<file path="config.mk">
export PLATFORM = sky130hd
export DESIGN_NAME = first_fit_segment_allocator_core
export DESIGN_NICKNAME = d
export VERILOG_FILES = /design/src/rtl/ffsa_pkg.sv /design/src/rtl/ffsa_ram.sv /design/src/rtl/ffsa_ctrl.sv /design/src/rtl/ffsa_dp.sv /design/src/rtl/first_fit_segment_allocator_core.sv
export SDC_FILE = /design/constraint.sdc
export NUM_CORES = 2
export LEC_CHECK = 0
export BUFFER_PORTS_ARGS = -buffer_cell sky130_fd_sc_hd__buf_2
export CAP_MARGIN = 10
export CORE_MARGIN = 2
export CORE_UTILIZATION = 40
export CTS_CLUSTER_DIAMETER = 60
export CTS_CLUSTER_SIZE = 12
export DETAILED_ROUTE_END_ITERATION = 7
export PLACE_DENSITY = 0.64
export SYNTH_ARGS = -nofsm -noshare
export SYNTH_HDL_FRONTEND = slang
export SYNTH_MEMORY_MAX_BITS = 65536
export SYNTH_SLANG_ARGS = --single-unit
</file>
<file path="constraint.sdc">
create_clock -name clk -period 6.3 [get_ports clk]
set_input_delay 1.26 -clock clk [delete_from_list [all_inputs] [get_ports clk]]
set_output_delay 1.26 -clock clk [all_outputs]
set_load 0.01 [all_outputs]
</file>
<file path="src/rtl/ffsa_pkg.sv">
// Shared types, codes and default sizes for the first-fit segment allocator.
`timescale 1ns / 1ps

package ffsa_pkg;

  // Default sizes of the word memory and the segment slot table.
  localparam int MEM_WORDS_DEF    = 128;
  localparam int MAX_SEGMENTS_DEF = 16;

  // Fixed field widths of the transaction ports.
  localparam int OP_W     = 2;
  localparam int SIZE_W   = 8;
  localparam int HANDLE_W = 4;
  localparam int POS_W    = 8;
  localparam int WORD_W   = 32;
  localparam int STATUS_W = 3;
  localparam int BASE_W   = 7;

  typedef enum logic [OP_W-1:0] {
    OP_ALLOC = 2'd0,
    OP_FREE  = 2'd1,
    OP_WRITE = 2'd2,
    OP_READ  = 2'd3
  } op_t;

  typedef enum logic [STATUS_W-1:0] {
    ST_OK        = 3'd0,
    ST_NOMEM     = 3'd1,
    ST_NOSLOT    = 3'd2,
    ST_BADHANDLE = 3'd3,
    ST_BADPOS    = 3'd4
  } status_t;

  // Commands from the controller to the datapath.
  typedef struct packed {
    logic    capture;
    logic    clr_write;
    logic    alloc_init;
    logic    pass_init;
    logic    scan_issue;
    logic    advance;
    logic    alloc_commit;
    logic    slot_rd_handle;
    logic    free_commit;
    logic    word_write;
    logic    word_read;
    logic    res_load;
    logic    res_alloc;
    logic    res_read;
    status_t res_status;
  } cmd_t;

  // Status from the datapath back to the controller.
  typedef struct packed {
    op_t  op;
    logic size_zero;
    logic clr_last;
    logic scan_last;
    logic fits;
    logic found_next;
    logic free_found;
    logic h_bad;
    logic pos_bad;
  } sts_t;

endpackage

</file>
<file path="src/rtl/ffsa_ram.sv">
// Generic single-write, single-read RAM with a registered read port.
`timescale 1ns / 1ps

module ffsa_ram #(
  parameter int WIDTH = 32,
  parameter int DEPTH = 128
) (
  input  logic                                       clk,
  input  logic                                       we,
  input  logic [((DEPTH > 1) ? $clog2(DEPTH) : 1)-1:0] waddr,
  input  logic [WIDTH-1:0]                           wdata,
  input  logic                                       re,
  input  logic [((DEPTH > 1) ? $clog2(DEPTH) : 1)-1:0] raddr,
  output logic [WIDTH-1:0]                           rdata
);

  logic [WIDTH-1:0] mem [DEPTH];

  always_ff @(posedge clk) begin
    if (we) begin
      mem[waddr] <= wdata;
    end
    if (re) begin
      rdata <= mem[raddr];
    end
  end

endmodule

</file>
<file path="src/rtl/ffsa_ctrl.sv">
// Controller state machine of the first-fit segment allocator.
`timescale 1ns / 1ps

module ffsa_ctrl (
  input  logic          clk,
  input  logic          rst,
  input  logic          start,
  output logic          busy,
  output logic          done,
  output ffsa_pkg::cmd_t cmd,
  input  ffsa_pkg::sts_t sts
);

  typedef enum logic [2:0] {
    S_CLEAR,
    S_IDLE,
    S_DISPATCH,
    S_SCAN,
    S_DRAIN,
    S_DECIDE,
    S_HREAD,
    S_RWAIT
  } state_t;

  state_t state, state_next;
  logic   busy_next;
  logic   done_next;

  always_comb begin
    cmd        = '0;
    state_next = state;
    busy_next  = busy;
    done_next  = 1'b0;
    case (state)
      S_CLEAR: begin
        cmd.clr_write = 1'b1;
        if (sts.clr_last) begin
          state_next = S_IDLE;
          busy_next  = 1'b0;
        end
      end
      S_IDLE: begin
        if (start) begin
          cmd.capture = 1'b1;
          state_next  = S_DISPATCH;
          busy_next   = 1'b1;
        end
      end
      S_DISPATCH: begin
        if (sts.op == ffsa_pkg::OP_ALLOC) begin
          if (sts.size_zero) begin
            cmd.res_load   = 1'b1;
            cmd.res_status = ffsa_pkg::ST_NOMEM;
            done_next      = 1'b1;
            busy_next      = 1'b0;
            state_next     = S_IDLE;
          end else begin
            cmd.alloc_init = 1'b1;
            cmd.pass_init  = 1'b1;
            state_next     = S_SCAN;
          end
        end else if (sts.h_bad) begin
          cmd.res_load   = 1'b1;
          cmd.res_status = ffsa_pkg::ST_BADHANDLE;
          done_next      = 1'b1;
          busy_next      = 1'b0;
          state_next     = S_IDLE;
        end else if (sts.op == ffsa_pkg::OP_FREE) begin
          cmd.free_commit = 1'b1;
          cmd.res_load    = 1'b1;
          cmd.res_status  = ffsa_pkg::ST_OK;
          done_next       = 1'b1;
          busy_next       = 1'b0;
          state_next      = S_IDLE;
        end else begin
          cmd.slot_rd_handle = 1'b1;
          state_next         = S_HREAD;
        end
      end
      S_SCAN: begin
        cmd.scan_issue = 1'b1;
        if (sts.scan_last) begin
          state_next = S_DRAIN;
        end
      end
      S_DRAIN: begin
        state_next = S_DECIDE;
      end
      S_DECIDE: begin
        if (sts.fits) begin
          cmd.res_load = 1'b1;
          done_next    = 1'b1;
          busy_next    = 1'b0;
          state_next   = S_IDLE;
          if (sts.free_found) begin
            cmd.alloc_commit = 1'b1;
            cmd.res_alloc    = 1'b1;
            cmd.res_status   = ffsa_pkg::ST_OK;
          end else begin
            cmd.res_status = ffsa_pkg::ST_NOSLOT;
          end
        end else if (!sts.found_next) begin
          cmd.res_load   = 1'b1;
          cmd.res_status = ffsa_pkg::ST_NOMEM;
          done_next      = 1'b1;
          busy_next      = 1'b0;
          state_next     = S_IDLE;
        end else begin
          cmd.advance   = 1'b1;
          cmd.pass_init = 1'b1;
          state_next    = S_SCAN;
        end
      end
      S_HREAD: begin
        if (sts.pos_bad) begin
          cmd.res_load   = 1'b1;
          cmd.res_status = ffsa_pkg::ST_BADPOS;
          done_next      = 1'b1;
          busy_next      = 1'b0;
          state_next     = S_IDLE;
        end else if (sts.op == ffsa_pkg::OP_WRITE) begin
          cmd.word_write = 1'b1;
          cmd.res_load   = 1'b1;
          cmd.res_status = ffsa_pkg::ST_OK;
          done_next      = 1'b1;
          busy_next      = 1'b0;
          state_next     = S_IDLE;
        end else begin
          cmd.word_read = 1'b1;
          state_next    = S_RWAIT;
        end
      end
      S_RWAIT: begin
        cmd.res_load   = 1'b1;
        cmd.res_read   = 1'b1;
        cmd.res_status = ffsa_pkg::ST_OK;
        done_next      = 1'b1;
        busy_next      = 1'b0;
        state_next     = S_IDLE;
      end
      default: begin
        state_next = S_IDLE;
        busy_next  = 1'b0;
      end
    endcase
  end

  always_ff @(posedge clk) begin
    if (rst) begin
      state <= S_CLEAR;
      busy  <= 1'b1;
      done  <= 1'b0;
    end else begin
      state <= state_next;
      busy  <= busy_next;
      done  <= done_next;
    end
  end

endmodule

</file>
<file path="src/rtl/ffsa_dp.sv">
// Datapath of the first-fit segment allocator: slot table, word store, gap search.
`timescale 1ns / 1ps

module ffsa_dp #(
  parameter int MEM_WORDS    = ffsa_pkg::MEM_WORDS_DEF,
  parameter int MAX_SEGMENTS = ffsa_pkg::MAX_SEGMENTS_DEF
) (
  input  logic                                clk,
  input  logic                                rst,
  input  ffsa_pkg::cmd_t                      cmd,
  output ffsa_pkg::sts_t                      sts,
  input  logic [ffsa_pkg::OP_W-1:0]           operation,
  input  logic [ffsa_pkg::SIZE_W-1:0]         request_size,
  input  logic [ffsa_pkg::HANDLE_W-1:0]       handle,
  input  logic [ffsa_pkg::POS_W-1:0]          position,
  input  logic signed [ffsa_pkg::WORD_W-1:0]  write_value,
  output logic [ffsa_pkg::STATUS_W-1:0]       status,
  output logic [ffsa_pkg::HANDLE_W-1:0]       handle_out,
  output logic [ffsa_pkg::BASE_W-1:0]         base_out,
  output logic signed [ffsa_pkg::WORD_W-1:0]  read_value
);

  localparam int AW  = $clog2(MEM_WORDS);
  localparam int CW  = AW + 1;
  localparam int SW  = (MAX_SEGMENTS > 1) ? $clog2(MAX_SEGMENTS) : 1;
  localparam int HW  = ((SW > ffsa_pkg::HANDLE_W) ? SW : ffsa_pkg::HANDLE_W) + 1;
  localparam int LW  = (CW > ffsa_pkg::SIZE_W) ? CW : ffsa_pkg::SIZE_W;
  localparam int AD  = ((AW > ffsa_pkg::POS_W) ? AW : ffsa_pkg::POS_W) + 1;
  localparam int BW  = (CW > ffsa_pkg::BASE_W) ? CW : ffsa_pkg::BASE_W;
  localparam int SDW = AW + ffsa_pkg::SIZE_W;

  // Captured request.
  ffsa_pkg::op_t                   op_q;
  logic [ffsa_pkg::SIZE_W-1:0]     size_q;
  logic [ffsa_pkg::HANDLE_W-1:0]   handle_q;
  logic [ffsa_pkg::POS_W-1:0]      pos_q;
  logic [ffsa_pkg::WORD_W-1:0]     wval_q;

  // Search and table state.
  logic [AW-1:0]           clr_cnt;
  logic [CW-1:0]           cur;
  logic [SW-1:0]           scan_idx;
  logic                    p_live;
  logic                    p_valid;
  logic [SW-1:0]           p_idx;
  logic                    found_next;
  logic [AW-1:0]           next_base;
  logic [CW-1:0]           next_end;
  logic                    free_found;
  logic [SW-1:0]           free_idx;
  logic [MAX_SEGMENTS-1:0] slot_valid;

  logic [SDW-1:0]                slot_rdata;
  logic [AW-1:0]                 rd_base;
  logic [ffsa_pkg::SIZE_W-1:0]   rd_len;
  logic [CW-1:0]                 p_end;
  logic                          p_hit;
  logic [HW-1:0]                 h_wide;
  logic [SW-1:0]                 h_idx;
  logic [CW-1:0]                 gap_end;
  logic [CW-1:0]                 gap;
  logic [AD-1:0]                 word_addr;
  logic [ffsa_pkg::WORD_W-1:0]   word_rdata;
  logic [BW-1:0]                 cur_wide;
  logic [HW-1:0]                 free_wide;

  logic                  slot_re;
  logic [SW-1:0]         slot_raddr;
  logic                  word_we;
  logic [AW-1:0]         word_waddr;
  logic [ffsa_pkg::WORD_W-1:0] word_wdata;

  assign rd_base = slot_rdata[SDW-1:ffsa_pkg::SIZE_W];
  assign rd_len  = slot_rdata[ffsa_pkg::SIZE_W-1:0];
  assign p_end   = CW'(rd_base) + CW'(rd_len);
  assign p_hit   = p_valid && (CW'(rd_base) >= cur) && (!found_next || rd_base < next_base);

  assign h_wide  = HW'(handle_q);
  assign h_idx   = h_wide[SW-1:0];

  assign gap_end = found_next ? CW'(next_base) : CW'(MEM_WORDS);
  assign gap     = gap_end - cur;

  assign word_addr = AD'(rd_base) + AD'(pos_q) - AD'(1);

  assign cur_wide  = BW'(cur);
  assign free_wide = HW'(free_idx);

  always_comb begin
    sts            = '0;
    sts.op         = op_q;
    sts.size_zero  = (size_q == '0);
    sts.clr_last   = (clr_cnt == AW'(MEM_WORDS - 1));
    sts.scan_last  = (scan_idx == SW'(MAX_SEGMENTS - 1));
    sts.fits       = (LW'(gap) >= LW'(size_q));
    sts.found_next = found_next;
    sts.free_found = free_found;
    sts.h_bad      = (h_wide >= HW'(MAX_SEGMENTS)) || !slot_valid[h_idx];
    sts.pos_bad    = (pos_q == '0) || (pos_q > rd_len) || (word_addr >= AD'(MEM_WORDS));
  end

  // Slot table: base and length of each segment.
  assign slot_re    = cmd.scan_issue | cmd.slot_rd_handle;
  assign slot_raddr = cmd.scan_issue ? scan_idx : h_idx;

  ffsa_ram #(
    .WIDTH (SDW),
    .DEPTH (MAX_SEGMENTS)
  ) u_slot_ram (
    .clk   (clk),
    .we    (cmd.alloc_commit),
    .waddr (free_idx),
    .wdata ({cur[AW-1:0], size_q}),
    .re    (slot_re),
    .raddr (slot_raddr),
    .rdata (slot_rdata)
  );

  // Word store, zeroed by the clearing pass after reset.
  assign word_we    = cmd.clr_write | cmd.word_write;
  assign word_waddr = cmd.clr_write ? clr_cnt : word_addr[AW-1:0];
  assign word_wdata = cmd.clr_write ? '0 : wval_q;

  ffsa_ram #(
    .WIDTH (ffsa_pkg::WORD_W),
    .DEPTH (MEM_WORDS)
  ) u_word_ram (
    .clk   (clk),
    .we    (word_we),
    .waddr (word_waddr),
    .wdata (word_wdata),
    .re    (cmd.word_read),
    .raddr (word_addr[AW-1:0]),
    .rdata (word_rdata)
  );

  // Captured request, result and search registers.
  always_ff @(posedge clk) begin
    if (cmd.capture) begin
      op_q     <= ffsa_pkg::op_t'(operation);
      size_q   <= request_size;
      handle_q <= handle;
      pos_q    <= position;
      wval_q   <= write_value;
    end
    if (cmd.res_load) begin
      status     <= cmd.res_status;
      handle_out <= cmd.res_alloc ? free_wide[ffsa_pkg::HANDLE_W-1:0] : '0;
      base_out   <= cmd.res_alloc ? cur_wide[ffsa_pkg::BASE_W-1:0] : '0;
      read_value <= cmd.res_read ? word_rdata : '0;
    end
    if (cmd.alloc_init) begin
      cur <= '0;
    end else if (cmd.advance) begin
      cur <= next_end;
    end
    if (cmd.pass_init) begin
      scan_idx <= '0;
    end else if (cmd.scan_issue) begin
      scan_idx <= scan_idx + SW'(1);
    end
    if (cmd.scan_issue) begin
      p_valid <= slot_valid[scan_idx];
      p_idx   <= scan_idx;
    end
    if (p_live && p_hit) begin
      next_base <= rd_base;
      next_end  <= p_end;
    end
    if (p_live && !p_valid && !free_found) begin
      free_idx <= p_idx;
    end
  end

  // Control state.
  always_ff @(posedge clk) begin
    if (rst) begin
      clr_cnt    <= '0;
      p_live     <= 1'b0;
      found_next <= 1'b0;
      free_found <= 1'b0;
      slot_valid <= '0;
    end else begin
      if (cmd.clr_write) begin
        clr_cnt <= clr_cnt + AW'(1);
      end
      p_live <= cmd.scan_issue;
      if (cmd.pass_init) begin
        found_next <= 1'b0;
        free_found <= 1'b0;
      end else if (p_live) begin
        if (p_hit) begin
          found_next <= 1'b1;
        end
        if (!p_valid) begin
          free_found <= 1'b1;
        end
      end
      if (cmd.alloc_commit) begin
        slot_valid[free_idx] <= 1'b1;
      end else if (cmd.free_commit) begin
        slot_valid[h_idx] <= 1'b0;
      end
    end
  end

endmodule

</file>
<file path="src/rtl/first_fit_segment_allocator_core.sv">
// Top level of the first-fit segment allocator: controller plus datapath.
`timescale 1ns / 1ps

// Channel     Handshake           Payload
// request     start, busy         operation, request_size, handle, position, write_value
// result      done (one cycle)    status, handle_out, base_out, read_value
//
// A request transaction is taken at an edge with start high and busy low; its one result
// transaction shows for the single cycle in which done is high, and the receiver cannot stall
// it. Busy is already low in that cycle, so the next request may be taken at its closing edge.
// Free ends in the dispatch state, write in the handle read state, read in a word wait state.
// An allocate has a dispatch state and one pass (slot scan, drain, decide) per segment below
// the chosen gap plus one, up to MAX_SEGMENTS + 1. After reset busy is high while memory clears.
module first_fit_segment_allocator_core #(
  parameter int MEM_WORDS    = ffsa_pkg::MEM_WORDS_DEF,
  parameter int MAX_SEGMENTS = ffsa_pkg::MAX_SEGMENTS_DEF
) (
  input  logic                                clk,
  input  logic                                rst,
  input  logic                                start,
  output logic                                busy,
  input  logic [ffsa_pkg::OP_W-1:0]           operation,
  input  logic [ffsa_pkg::SIZE_W-1:0]         request_size,
  input  logic [ffsa_pkg::HANDLE_W-1:0]       handle,
  input  logic [ffsa_pkg::POS_W-1:0]          position,
  input  logic signed [ffsa_pkg::WORD_W-1:0]  write_value,
  output logic                                done,
  output logic [ffsa_pkg::STATUS_W-1:0]       status,
  output logic [ffsa_pkg::HANDLE_W-1:0]       handle_out,
  output logic [ffsa_pkg::BASE_W-1:0]         base_out,
  output logic signed [ffsa_pkg::WORD_W-1:0]  read_value
);

  // The controller sequences each transaction; the datapath owns all storage.
  ffsa_pkg::cmd_t cmd;
  ffsa_pkg::sts_t sts;

  ffsa_ctrl u_ctrl (
    .clk   (clk),
    .rst   (rst),
    .start (start),
    .busy  (busy),
    .done  (done),
    .cmd   (cmd),
    .sts   (sts)
  );

  // The gap search keeps a current gap start, beginning at address zero. Each pass finds
  // the lowest segment at or above it; if the space up to that segment (or to the end
  // of memory) holds the request, the gap is taken, otherwise the search moves to that
  // segment's end. The same pass records the lowest unused slot for the new handle.
  ffsa_dp #(
    .MEM_WORDS    (MEM_WORDS),
    .MAX_SEGMENTS (MAX_SEGMENTS)
  ) u_dp (
    .clk          (clk),
    .rst          (rst),
    .cmd          (cmd),
    .sts          (sts),
    .operation    (operation),
    .request_size (request_size),
    .handle       (handle),
    .position     (position),
    .write_value  (write_value),
    .status       (status),
    .handle_out   (handle_out),
    .base_out     (base_out),
    .read_value   (read_value)
  );

endmodule
</file>
# Word-level counts from Yosys, hierarchy flattened
# Memories as Yosys holds them, arrays and structs flattened. A register that Yosys moved wholly into a read port is not among the register bits.
# Cells that the tools add are included.
# word_totals
reg_bits	167
word_cells	173
in_bits	57
ramBits	4336
out_inout_bits	48
memories	2
# memory_table
name	words	width	read_ports	rd_clocked_by_memory_dff	write_ports	line_no	text
u_dp.u_word_ram.mem	128	32	1	1	1	ffsa_ram.sv:17	logic [WIDTH-1:0] mem [DEPTH];
u_dp.u_slot_ram.mem	16	15	1	1	1	ffsa_ram.sv:17	
# classes
n_bitwise	6
n_mux	80
n_eq_ne	18
n_reduce_logical	26
magnitude_cmp	11
n_addsub	6
# op_table
operator	n
2-to-1 mux 1 bit	41
2-to-1 mux 3 bit	11
2-to-1 mux 16 bit	2
2-to-1 mux 32 bit	1
2-to-1 mux 2 bit	13
one-hot mux 3 bit (8 select lines)	1
AND 16 bit	1
zero test 8 bit	2
inverter 16 bit	1
bitwise OR 16 bit	1
less-than comparator 4 x 5 -> 1 bit, second input constant	3
equality test 3 bit, second input constant	4
adder 7 x 8 -> 9 bit	1
greater-or-equal comparator 9 x 8 -> 1 bit, second input constant	1
one-hot mux 3 bit (3 select lines)	1
subtractor 9 x 1 -> 9 bit, second input constant	1
adder 7 x 8 -> 8 bit	1
binary-select mux 1 bit (select 4 bit)	2
demux 1 bit (select 4 bit)	2
greater-or-equal comparator 4 x 1 -> 1 bit, second input constant	2
greater-or-equal comparator 7 x 8 -> 1 bit	1
greater-or-equal comparator 8 bit	1
> comparator 8 bit	1
2-to-1 mux 8 bit	1
other kinds (33)	51

# Depth between registers and ports, before layout
# logic_depth
word_depth	9
mapped_depth	19
mapped_depth_nobuf	18

# By module
# From an unflattened synthesis, not the netlist that was laid out.
# hier_totals
cells_unflattened	7131
hier_area_um2	174677.5
# modules_own_cells
mod	area_each_um2	cells_per_inst	seq_area_each_um2	n_inst
ffsa_ram at u_dp.u_word_ram	156596.4	5990	123958.9	1
ffsa_ram at u_dp.u_slot_ram	9596.7	406	7657.3	1
ffsa_dp	7935.1	665	4484.3	1
ffsa_ctrl	549.3	70	100.1	1

# Worst setup path before layout
# No wires, ideal clock.
# synth_timing
path_kind	register -> register
start	register u_dp.u_slot_ram.rdata[9] (read register of u_dp.u_slot_ram.mem)
end	memory u_dp.u_word_ram.mem[50][0], enable pin
setup_slack_ns	-0.210
t_arrival_ns	6.009
setup_ns	0.501
stages_incl_launch_ff	14
synth_period_minus_slack_ns	6.510
cell_sequence	edfxtp_1 > inv_1 > ha_1 > inv_1 > ha_1 > fa_1 > a21o_1 > a21oi_1 > xnor2_1 > a21boi_1 > clkbuf_1 > or2_2 > clkbuf_1 > nor4_1
# synth_between
elab_chain_len	9
word_cells_on_any_way	10
cone_classes	add/sub (2); order compare (1); mux (5); bitwise (1); reduce/logical (1)
# synth_rtl
item	line_no	text
from (decl)	ffsa_ram.sv:14	output logic [WIDTH-1:0] rdata
adder 7 x 8 -> 9 bit *	ffsa_dp.sv:84	assign word_addr = AD'(rd_base) + AD'(pos_q) - AD'(1);
subtractor 9 x 1 -> 9 bit *	ffsa_dp.sv:84	
greater-or-equal comparator 9 x 8 -> 1 bit	ffsa_dp.sv:99	sts.pos_bad = (pos_q == '0) || (pos_q > rd_len) || (word_addr >= AD'(MEM_WORDS));
logical OR 1 bit	ffsa_dp.sv:99	
2-to-1 mux 2 bit	ffsa_ctrl.sv:115	if (sts.pos_bad) begin
2-to-1 mux 2 bit	ffsa_ctrl.sv:34	case (state)
bitwise OR 1 bit	ffsa_dp.sv:120	assign word_we = cmd.clr_write | cmd.word_write;
2-to-1 mux 1 bit	ffsa_ram.sv:20	if (we) begin
2-to-1 mux 1 bit (implied by the code)	ffsa_ram.sv:21	mem[waddr] <= wdata;
to (decl)	ffsa_ram.sv:17	
# Every way passes the cells marked *; elsewhere a longest branch is shown, timed or not.

# Final worst setup path
# layout_timing
start	register u_dp.u_slot_ram.rdata[12] (read register of u_dp.u_slot_ram.mem)
end	register u_dp.u_word_ram.rdata[25] (read register of u_dp.u_word_ram.mem) (data pin)
# layout_between
elab_chain_len	6
# layout_rtl
item	line_no
adder 7 x 8 -> 9 bit *	ffsa_dp.sv:84
subtractor 9 x 1 -> 9 bit *	ffsa_dp.sv:84
greater-or-equal comparator 9 x 8 -> 1 bit	ffsa_dp.sv:99
logical OR 1 bit	ffsa_dp.sv:99
2-to-1 mux 2 bit	ffsa_ctrl.sv:115
2-to-1 mux 2 bit	ffsa_ctrl.sv:34
to (decl)	ffsa_ram.sv:14
# Marked as above.
# A chain may end at the register's enable or synchronous reset.

==> results.ini <==
[synth]
ys_ff_latch=4550
netlist_area_um2=176000
synth_ff_type=edfxtp_1
yosys.area.top_type=edfxtp_1
synth_nets=8417
yosysSeqAreaShare_pct=77.6
yosys_warnings=0
synth-edff-count=4507
synth_cell_types=66
synthArstFlopShare_pct=0
syn_avg_cell_area_um2=21.2
syn_inst=8298
ys_top_cells_by_area=edfxtp_1, mux4_2, mux2i_1
yosysTopAreaCellShare_pct=77.1

[global_routing]
grt.overflow.total=0
use_met1_pct=29.5
gr-usage-met2_pct=32.0
grt_max_degree=129
grtUsageMet3_pct=4.49
grt_pass1_vias=86300
busiest_layer=met2
antenna_found_initial=34
track_usage_pct=21.0
grt_pass1_wl_mm=664

[worst_setup_path]
r2r_slack_ps=-20
r2r_end=u_dp.u_word_ram.rdata[25]
crit_type=reg2reg
start_kind=flop
rr_startpoint=u_dp.u_slot_ram.rdata[12]
critical_path.max_fanout=21
reg2reg_depth=15
worst_setup_path_end_kind=flop
crit_arrival_ps=7110
required_ps=7080

[floorplanning]
start_util_pct=40.1
die-area_um2=444000
pin_count=105
core_um2=438000
die_y_um=667
fp-row-count=243
die_x_um=667

[sta]
hold_violations=0
fin_crit_ps=6320
max_freq_mhz=158
rsz0062_at_grt=no
period_share_pct=100
maxSlewViolCount=0
tightest_slew_ps=1330
setup_viol=1
relSlewSlack_pct=11.1
skew_ps=92.5
setup_slack_ps=-24.9
hold_ws_ps=424

[min_path]
hold_path_class=reg2reg
whs_endpoint=u_dp.free_idx[3]
worst_hold_startpoint=u_dp.p_idx[3]
min_path_cells=0

[clock_network]
htree_levels=5
cts_tree=built
cts_inserted_buffers=426
post_cts_buffers=0
cts_resized=0
clock_sinks=4550
cts_buffer_depth=4
worstSkewPairLatency_ps=1020
clockRootBuffer=clkbuf_16
clkTransAtPathRegs_ps=70
hold_buffers=0

[final_layout]
nFillCells=36000
finalNetCount=8909
drive_gt1_share_pct=25.9
final_area_um2=198000
syn2layout_area_growth_pct=12.9

[pwr]
power_leakage_uw=0.0534
totalPowerFinal_uw=56100
ir_worst_vdd_mv=0.223
powerDensity_nw_per_um2=283

[drt]
drt_pass1_iterations=6
drc=0
vias=87700
postRouteAntennaNets=0
drt_iter0_drc=13000
viasPerCell=5.98
drt-total-wl_mm=475
wl_per_cell_um=32.4

[placement]
place_area_um2=187000
portBuffers=104
hpwl_mm=281
place_congestion=0.902

[run]
drv_cap=0

[status]
status=complete, but fails checks
violations=negative setup slack

-- cells in the final DEF (no fill, tap or decap), types with 32 or more instances in the layout --
master and instances:
and2_1 48, inv_1 74, a21oi_1 171, nand2_1 613
o221ai_1 32, buf_2 104, edfxtp_1 4507, a21o_1 45
ha_1 57, nor2_1 125, and2_4 32, buf_4 357
buf_12 60, o22ai_1 129, dfxtp_1 43, mux2i_1 258
clkbuf_16 431, nand3_1 202, nor3_2 78, clkbuf_1 46
mux4_2 1094
-- layout make-up --
| type | instances | area (µm²) | area share (%) |
|---|---|---|---|
| flip-flops and latches | 4550 | 136000 | 68.7 |
| multi-input cells | 3214 | 38500 | 19.4 |
| clock buffers | 477 | 11000 | 5.53 |
| well taps | 5757 | 7200 | 3.63 |
| repair buffers | 523 | 4420 | 2.23 |
| clock inverters | 48 | 697 | 0.351 |
| inverters | 75 | 282 | 0.142 |
| diodes | 22 | 55.1 | 0.0278 |
-- cells in the mapped netlist (5+ instances only) --
cell,count
buf_4,6
clkbuf_1,290
buf_2,81
nor3b_1,6
nor3_1,85
inv_1,74
edfxtp_1,4507
or3_1,20
o22ai_1,129
nor4_2,10
nand4_1,11
mux4_2,1094
xor2_1,8
o21bai_1,5
nor2_1,147
and2_1,82
nand2_1,613
a21oi_1,172
dfxtp_1,43
a21o_1,45
nand3_1,202
a31oi_1,25
a211oi_1,21
o221ai_1,32
nand2b_1,14
o21ai_0,13
mux2i_1,261
nor4_1,66
nor2b_1,13
buf_1,81
xnor2_1,19
ha_1,59
o21a_1,12
-- cell families after synthesis --
kind of cell	Yosys count	share of synthesized area, %
xor gates and xnor gates	28	0.144
muxes	1356	15.5
adders and majority gates	62	0.455
and+or+nand+nor	1288	3.35
buffers and inverters	534	1.22
AOI/OAI and AO/OA	480	1.72
DFF	4550	77.6
-- worst max-delay path by stage --
| stage | start | endpoint | slack [ps] | cells past startpoint |
|---|---|---|---|---|
| 2_1_floorplan | u_dp.u_slot_ram.rdata[9] | u_dp.u_word_ram.mem[37][0] | -170 | 14 |
| 3_3_place_gp | u_dp.u_slot_ram.rdata[12] | u_dp.u_word_ram.rdata[5] | -740 | 15 |
| 3_5_place_dp | u_dp.u_slot_ram.rdata[12] | u_dp.u_word_ram.rdata[25] | 110 | 15 |
| 4_1_cts | u_dp.u_slot_ram.rdata[12] | u_dp.u_word_ram.rdata[25] | 100 | 15 |
| 5_1_grt | u_dp.u_slot_ram.rdata[12] | u_dp.u_word_ram.rdata[25] | 70 | 15 |
| 6_report | u_dp.u_slot_ram.rdata[12] | u_dp.u_word_ram.rdata[25] | -20 | 15 |
-- stage by stage --
stage	TNS, ps	util, %	setup WS, ps	std cells
global placement	-1530	42.6	-743	14100
global route	0	45.3	65.3	14700
detailed placement	0	42.6	114	14100
floorplan	-58120	-	-170	8298
finish	-24.9	45.3	-24.9	14700
CTS	0	45.3	99.3	14600
-- registers in the layout, summed over array words and instances (netlist names), 8 cells and up --
name,count
u_dp.u_word_ram.mem,4096
u_dp.u_slot_ram.mem,240
u_dp.read_value,32
u_dp.u_word_ram.rdata,32
u_dp.wval_q,32
u_dp.slot_valid,16
u_dp.u_slot_ram.rdata,15
u_dp.cur,8
u_dp.next_end,8
u_dp.pos_q,8
u_dp.size_q,8
-- per-layer routing --
metal,routed length [µm],vias to the layer above,part of all wire (%)
li1,-,35100,-
met1,184000,46800,39
met2,218000,5036,46
met3,51700,754,11
met4,21700,4,4.6
met5,27,-,0.0057
-- where the power goes --
| part | leakage, µW | switching [µW] | internal [µW] |
|---|---|---|---|
| Combinational | 0.0151 | 196 | 63.7 |
| Sequential | 0.0326 | 20.0 | 32800 |
| Clock | 0.00567 | 10700 | 12300 |
-- worst max-delay path: stages, from the launching register on --
cell and delay (ps):
edfxtp_1 440, inv_1 100, ha_1 300, inv_1 50, ha_1 430, and3_1 270
a221oi_4 460, xor2_4 750, buf_12 280, buf_12 230, mux2i_1 450, o22ai_1 540
nor4_1 1110, buf_4 340, o221ai_1 130, a21o_1 170
(Power assumes the default switching activity.)
